==> src/hdl/afme_pkg.sv <==
// shared types, constants and codes of the attribute filter match engine
// no dependencies
package afme_pkg;

  localparam int MAX_USERS      = 64;
  localparam int SLOTS_PER_USER = 16;
  localparam int FIELD_W        = 31;
  localparam int UIDX_W         = $clog2(MAX_USERS);
  localparam int UCNT_W         = $clog2(MAX_USERS + 1);
  localparam int SCNT_W         = $clog2(SLOTS_PER_USER + 1);
  localparam int SIDX_W         = (SLOTS_PER_USER > 1) ? $clog2(SLOTS_PER_USER) : 1;
  localparam int QDEPTH         = 2;
  localparam int QPTR_W         = (QDEPTH > 1) ? $clog2(QDEPTH) : 1;
  localparam int QCNT_W         = $clog2(QDEPTH + 1);

  // combine codes
  localparam logic [1:0] COMB_AND = 2'd1;
  localparam logic [1:0] COMB_OR  = 2'd2;

  // predicate test codes
  localparam logic TEST_EQUAL = 1'b0;

  // result status codes
  localparam logic [1:0] ST_OK         = 2'd0;
  localparam logic [1:0] ST_USERS_FULL = 2'd1;
  localparam logic [1:0] ST_SLOTS_FULL = 2'd2;
  localparam logic [1:0] ST_UNKNOWN    = 2'd3;

  // action codes of the input item
  localparam logic [1:0] ACT_DECLARE = 2'd0;
  localparam logic [1:0] ACT_SET     = 2'd1;
  localparam logic [1:0] ACT_QUERY   = 2'd2;

  typedef enum logic [1:0] {OP_DECLARE, OP_SET, OP_QUERY, OP_NOP} op_t;

  typedef enum logic [2:0] {
    BK_IDLE, BK_SCAN, BK_SHIFT_RD, BK_SHIFT_WR, BK_INSERT
  } bk_state_t;

  typedef struct packed {
    logic [1:0]         action;
    logic [FIELD_W-1:0] user_id;
    logic [FIELD_W-1:0] attr_a;
    logic [FIELD_W-1:0] value_a;
    logic               test_a;
    logic [1:0]         combine;
    logic [FIELD_W-1:0] attr_b;
    logic [FIELD_W-1:0] value_b;
    logic               test_b;
  } in_item_t;

  typedef struct packed {
    logic               has_match;
    logic [FIELD_W-1:0] match_user;
    logic               last;
    logic [1:0]         status;
  } out_item_t;

  typedef struct packed {
    logic [FIELD_W-1:0] attr;
    logic [FIELD_W-1:0] value;
  } slot_t;

  // one user record: key, slot fill and all slots side by side
  typedef struct packed {
    logic [FIELD_W-1:0]                key;
    logic [SCNT_W-1:0]                 count;
    slot_t [SLOTS_PER_USER-1:0]        slots;
  } row_t;

  localparam int ROW_W = $bits(row_t);

  // head of the command queue as seen by the back end
  typedef struct packed {
    logic     vld;
    op_t      op;
    in_item_t item;
  } q_head_t;

endpackage

==> src/hdl/afme_front.sv <==
// front end: accepts items, classifies the action and queues commands
// depends on afme_pkg
module afme_front (
  input  logic               clk,
  input  logic               rst_n,
  input  logic               start,
  output logic               busy,
  input  afme_pkg::in_item_t in_item,
  input  logic               pop,
  output afme_pkg::q_head_t  head
);
  import afme_pkg::*;

  op_t               q_op_r   [QDEPTH];
  in_item_t          q_item_r [QDEPTH];
  logic [QPTR_W-1:0] wp_r, wp_nxt;
  logic [QPTR_W-1:0] rp_r, rp_nxt;
  logic [QCNT_W-1:0] cnt_r, cnt_nxt;
  logic              push;
  op_t               op_cls;

  // classify the action code
  always_comb begin
    case (in_item.action)
      ACT_DECLARE: op_cls = OP_DECLARE;
      ACT_SET:     op_cls = OP_SET;
      ACT_QUERY:   op_cls = OP_QUERY;
      default:     op_cls = OP_NOP;
    endcase
  end

  assign busy = (cnt_r == QCNT_W'(QDEPTH));
  assign push = start && !busy;

  // pointer and fill bookkeeping
  always_comb begin
    wp_nxt  = wp_r;
    rp_nxt  = rp_r;
    cnt_nxt = cnt_r;
    if (push) begin
      wp_nxt = (wp_r == QPTR_W'(QDEPTH - 1)) ? '0 : wp_r + 1'b1;
    end
    if (pop) begin
      rp_nxt = (rp_r == QPTR_W'(QDEPTH - 1)) ? '0 : rp_r + 1'b1;
    end
    if (push && !pop) begin
      cnt_nxt = cnt_r + 1'b1;
    end else if (pop && !push) begin
      cnt_nxt = cnt_r - 1'b1;
    end
  end

  always_ff @(posedge clk) begin
    if (!rst_n) begin
      wp_r  <= '0;
      rp_r  <= '0;
      cnt_r <= '0;
    end else begin
      wp_r  <= wp_nxt;
      rp_r  <= rp_nxt;
      cnt_r <= cnt_nxt;
    end
  end

  // queue storage
  always_ff @(posedge clk) begin
    if (push) begin
      q_op_r[wp_r]   <= op_cls;
      q_item_r[wp_r] <= in_item;
    end
  end

  assign head.vld  = (cnt_r != '0);
  assign head.op   = q_op_r[rp_r];
  assign head.item = q_item_r[rp_r];

endmodule

==> config.mk <==
export PLATFORM = sky130hd
export DESIGN_NAME = afme_front
export DESIGN_NICKNAME = d
export VERILOG_FILES = /design/src/hdl/afme_pkg.sv /design/src/hdl/afme_front.sv
export SDC_FILE = /design/constraint.sdc
export NUM_CORES = 1
export LEC_CHECK = 0
export ABC_CLOCK_PERIOD_IN_PS = 17800
export BUFFER_PORTS_ARGS = -buffer_cell sky130_fd_sc_hd__buf_4
export CAP_MARGIN = 20
export CORE_ASPECT_RATIO = 1.75
export CORE_MARGIN = 4
export CORE_UTILIZATION = 52
export DETAILED_ROUTE_END_ITERATION = 8
export GPL_TIMING_DRIVEN = 0
export PLACE_DENSITY_LB_ADDON = 0.08
export SKIP_LAST_GASP = 1
export SLEW_MARGIN = 30
export SYNTH_ARGS = -nofsm -noshare
export SYNTH_HDL_FRONTEND = slang
export SYNTH_SLANG_ARGS = --single-unit
export TNS_END_PERCENT = 100
==> constraint.sdc <==
create_clock -name clk -period 17.8 [get_ports clk]
set_input_delay 3.56 -clock clk [delete_from_list [all_inputs] [get_ports clk]]
set_output_delay 3.56 -clock clk [all_outputs]
set_load 0.005 [all_outputs]
* After elaboration in Yosys (flattened, before gate mapping)
Memories as Yosys holds them, arrays and structs flattened. A register that Yosys moved wholly into a read port is not among the register bits.
Index checks and enable logic that the tools add are counted.
** Storage, ports and cells
- Register bits after elaboration :: 4
- RAM bits :: 326
- Input port bits :: 165
- Output and inout port bits :: 165
- Logic and storage cells :: 32
- Memories :: 2
** Memory list
- q_item_r :: depth 2, bits a word 161, rd ports 1, clocked after Yosys merged registers in 1, wr ports 1, line afme_front.sv:15 : in_item_t q_item_r [QDEPTH];
- q_op_r :: depth 2, bits a word 2, rd ports 1, clocked after Yosys merged registers in 1, wr ports 1, line afme_front.sv:14 : op_t q_op_r [QDEPTH];
** Operators by class
- Add/sub/neg operators :: 4
- Eq/ne operators :: 3
- Mux-type cells :: 11
- Reduce and logical (&&, ||, !) cells :: 9
** Operators by type and width (number)
- 1-bit 2-to-1 mux :: 8
- 2-bit one-hot mux with 3 select lines :: 1
- 2-bit == test (second input constant) :: 2
- 2-bit 2-to-1 mux :: 2
- 2-bit nonzero test :: 2
- 1-bit logical AND :: 3
- 1-bit logical NOT :: 3
- 1-bit adder (second input constant) :: 2
- 2-bit by 1-bit adder with 2-bit output (second input constant) :: 1
- 2-bit by 1-bit == test with 1-bit output (second input constant) :: 1
- 2-bit logical NOT :: 1
- 2-bit by 1-bit subtractor with 2-bit output (second input constant) :: 1

* Depth between registers and ports, before layout
- Depth after elaboration :: 7
- Depth in mapped cells :: 7
- Mapped depth without buffers :: 7

* Worst setup path before layout
OpenSTA, ideal clock, no wires.
- Kind :: input-to-reg
- Start :: input port start
- End :: register wp_r
- Setup time :: 0.109 ns
- Arrival :: 15.392 ns
- Required time :: 17.691 ns
- Path slack :: 2.299 ns
- Stages :: 3
- Path buffers :: 0
- Cells stage by stage :: inv_1 -> nor3_1 -> o21a_1
** Between the ends
- Word-level cells in the longest chain between the ends :: 1
** Ends and longest elaborated chain
- start: declaration :: line afme_front.sv:6 : input logic start,
- 1-bit logical AND :: line afme_front.sv:33 : assign push = start && !busy;
- end signal: assignment :: line afme_front.sv:59 : wp_r <= wp_nxt;
- end: declaration :: line afme_front.sv:16 : logic [QPTR_W-1:0] wp_r, wp_nxt;
Every way passes these cells.
A chain may end at the register's enable or synchronous reset.

==> results.ini <==
[route]
postRouteAntennaNets=0
vias=6261
dr.pass1.iters=4
wl_per_cell_microns=20.0
totalWireLength_microns=24800
drt_first_iter_violations=321
viasPerCell=5.04
drc=0

[die]
dieArea_sq_mm=0.0262
core_region_area_sq_mm=0.0233
floorplan.initialDensity_pct=52.6
die_h_microns=211
ios=330
die_w_microns=124
num_rows=74

[timing]
hold_ws_ps=550
finClkSkew_ps=7.52
fmax_mhz=184
worstMarginPinSlew_ps=368
post-route-period-util_pct=30.6
rsz0062_at_grt=no
finalMaxSlewViolations=0
finalSetupTns_ps=0
setup_viol=0
slew_headroom_pct=75.3
fin_crit_ps=5450
hold_viol=0

[layout]
layout.nets=1085
final_cell_mix=buf_4 (348), edfxtp_1 (326), mux2_2 (93), mux2_4 (70), clkbuf_16 (29)
final_common_cell=buf_4
area_growth_pct=32.3
layout-drive-gt1-share_pct=61.0
num_antenna_cells=0
fin_cells=1243

[place]
dp.cells=1193
dpl.hpwl_microns=18600
portBuffers=329
gp_congestion=0.722

[clocking]
cts-htree-levels=1
worst_skew_pair.late_latency_ps=540
clk_path_buf_depth=3
clk_pin_slew_worst_paths_ps=60
cts_setup_buffers=0
cts_hold_buffers=0
cts_resized=0
clock_sinks=331
cts-buffers-inserted=28
cts-root-buf=clkbuf_16
cts_tree=built

[setup_path]
r2r_slack_ps=15120
critPathLaunchType=flip-flop
critical_path_class=flip-flop to output port
worstPathMaxFanout=10
crit_path_frequent_cell=buf_6
cp-end-kind=output port
cp_slowest_cell=dfxtp_1
critPathTopFamily=buffers and inverters
arrival_ps=1890
cp_cell_sequence=buf_6, buf_6, buf_6, mux2_4, buf_4
rr_worst_depth=10
cpPeakStageDelay_ps=320
worstReg2RegStart=cnt_r[0]
r2r_end=q_item_r[0][95]
worstPathRequired_ps=14240
path_buf_inv=4

[logic_synthesis]
synth-seq-cells=331
synthSimpleGateAreaFrac_pct=0.428
synthXorXnorAreaFrac_pct=0.214
syn_nets=700
synth_top_area_share_pct=79.8
syn_area_sq_mm=0.0123
synth_mux_area_share_pct=17.1
synthCells=534
yosysWarningCount=0
synth_top_family_by_area=multiplexers
synth_top_area_cell=edfxtp_1
seq_area_frac_synth_pct=80.6
synth_area_leaders=edfxtp_1 (80%), mux2_4 (8.6%), mux2_2 (8.5%), buf_6 (0.83%), dfxtp_1 (0.82%)
synth_compound_area_share_pct=0.224
yosys.cell_types.count=21
yosys.area_share.adder_pct=0.102
postSynthAreaPerCell_sq_um=23.0

[global_routing]
grt_max_degree=52
antenna_found_initial=0
grt_pass1_vias=6937
grt_pass1_wl_microns=36400
grt.total_usage_pct=18.6
grt_overflow_total=0

[power]
leakage_nw=6.26
power_density_mw_per_mm2=113
ir_drop_mv=0.0952

[run_status]
outcome=complete, no violations

[min_path]
holdCritStartpoint=cnt_r[1]
min_path_type=flip-flop to flip-flop
holdPathEnd=cnt_r[1]
holdPathStages=2

[run]
cap_viol_max_count=0

==> tightest hold or removal path: cells and delay by family, from the launching register on <==
kind           cells  cell delay (ps)
AO/OA/AOI/OAI      2              170
flip-flops         1              340
==> synthesized netlist by cell type <==
library cell	number
buf_6	9
edfxtp_1	326
ha_1	1
a21boi_0	2
clkbuf_1	2
buf_2	9
xor2_1	2
or3_1	1
mux2_2	93
and3_1	1
o21ai_0	1
nor3_1	1
and2_1	3
nor2_1	1
or2_2	1
inv_1	3
dfxtp_1	5
mux2_4	70
o21a_1	1
xnor2_1	1
nand2b_1	1
==> layout make-up <==
| type | instances | area [sq um] |
|---|---|---|
| multi-input cells | 180 | 2230 |
| flip-flops and latches | 331 | 9890 |
| inverters | 3 | 11.3 |
| clock buffers | 37 | 756 |
| clock inverters | 13 | 85.1 |
| well taps | 304 | 380 |
| plain buffers | 20 | 154 |
| fillers | 1630 | 7100 |
| repair buffers | 355 | 2730 |
==> metal layers <==
| layer | GRT usage, % | vias to the layer above | part of all wire (%) | wire, microns |
|---|---|---|---|---|
| li1 | - | 2880 | - | - |
| met1 | 18.9 | 3017 | 31 | 7760 |
| met2 | 32.8 | 288 | 53 | 13200 |
| met3 | 5.81 | 76 | 9.6 | 2390 |
| met4 | 10.8 | 0 | 5.9 | 1470 |
| met5 | 0 | - | 0 | 0 |
==> stage by stage <==
stage	area (sq um)	worst slack [ps]	total power (W)	util [%]
6_report	16200	12350	0.00183	69.6
5_1_grt	16200	12270	0.00191	69.6
4_1_cts	16200	12290	0.00185	69.6
3_5_place_dp	15400	12020	0.00129	66.0
3_3_place_gp	15100	-2930	0.00130	64.8
2_1_floorplan	12300	2300	0.00114	-
==> sequential cells by signal, indices dropped and copies added, names as in the netlist, named ones only <==
name / cells
q_item_r: 322
q_op_r: 4
wp_r: 1
rp_r: 1
cnt_r: 2
==> power by group <==
| part | switching, W | internal [W] |
|---|---|---|
| clock | 0.000248 | 0.000311 |
| combinational | 0.000129 | 0.000176 |
| sequential | 0.0000181 | 0.000945 |
| total | 0.000395 | 0.00143 |
==> how the worst max path moves through the flow <==
stage          startpoint              end  slack (ps)  cells after the start
2_1_floorplan       start             wp_r        2300                      3
3_3_place_gp        start             wp_r       -2930                      4
3_5_place_dp        start  q_item_r[0][87]       12020                     10
4_1_cts         flip-flop        head[115]       12290                      5
5_1_grt         flip-flop        head[115]       12270                      5
6_report        flip-flop        head[115]       12350                      5
==> kinds of logic after synthesis <==
logic type                 count (synthesis)
DFF                                      331
AOI/OAI and AO/OA                          4
buffers and inverters                     23
adders and majority gates                  1
and+or+nand+nor                            9
xor gates and xnor gates                   3
muxes                                    163
Note: power is estimated with default switching activity, not from simulation.
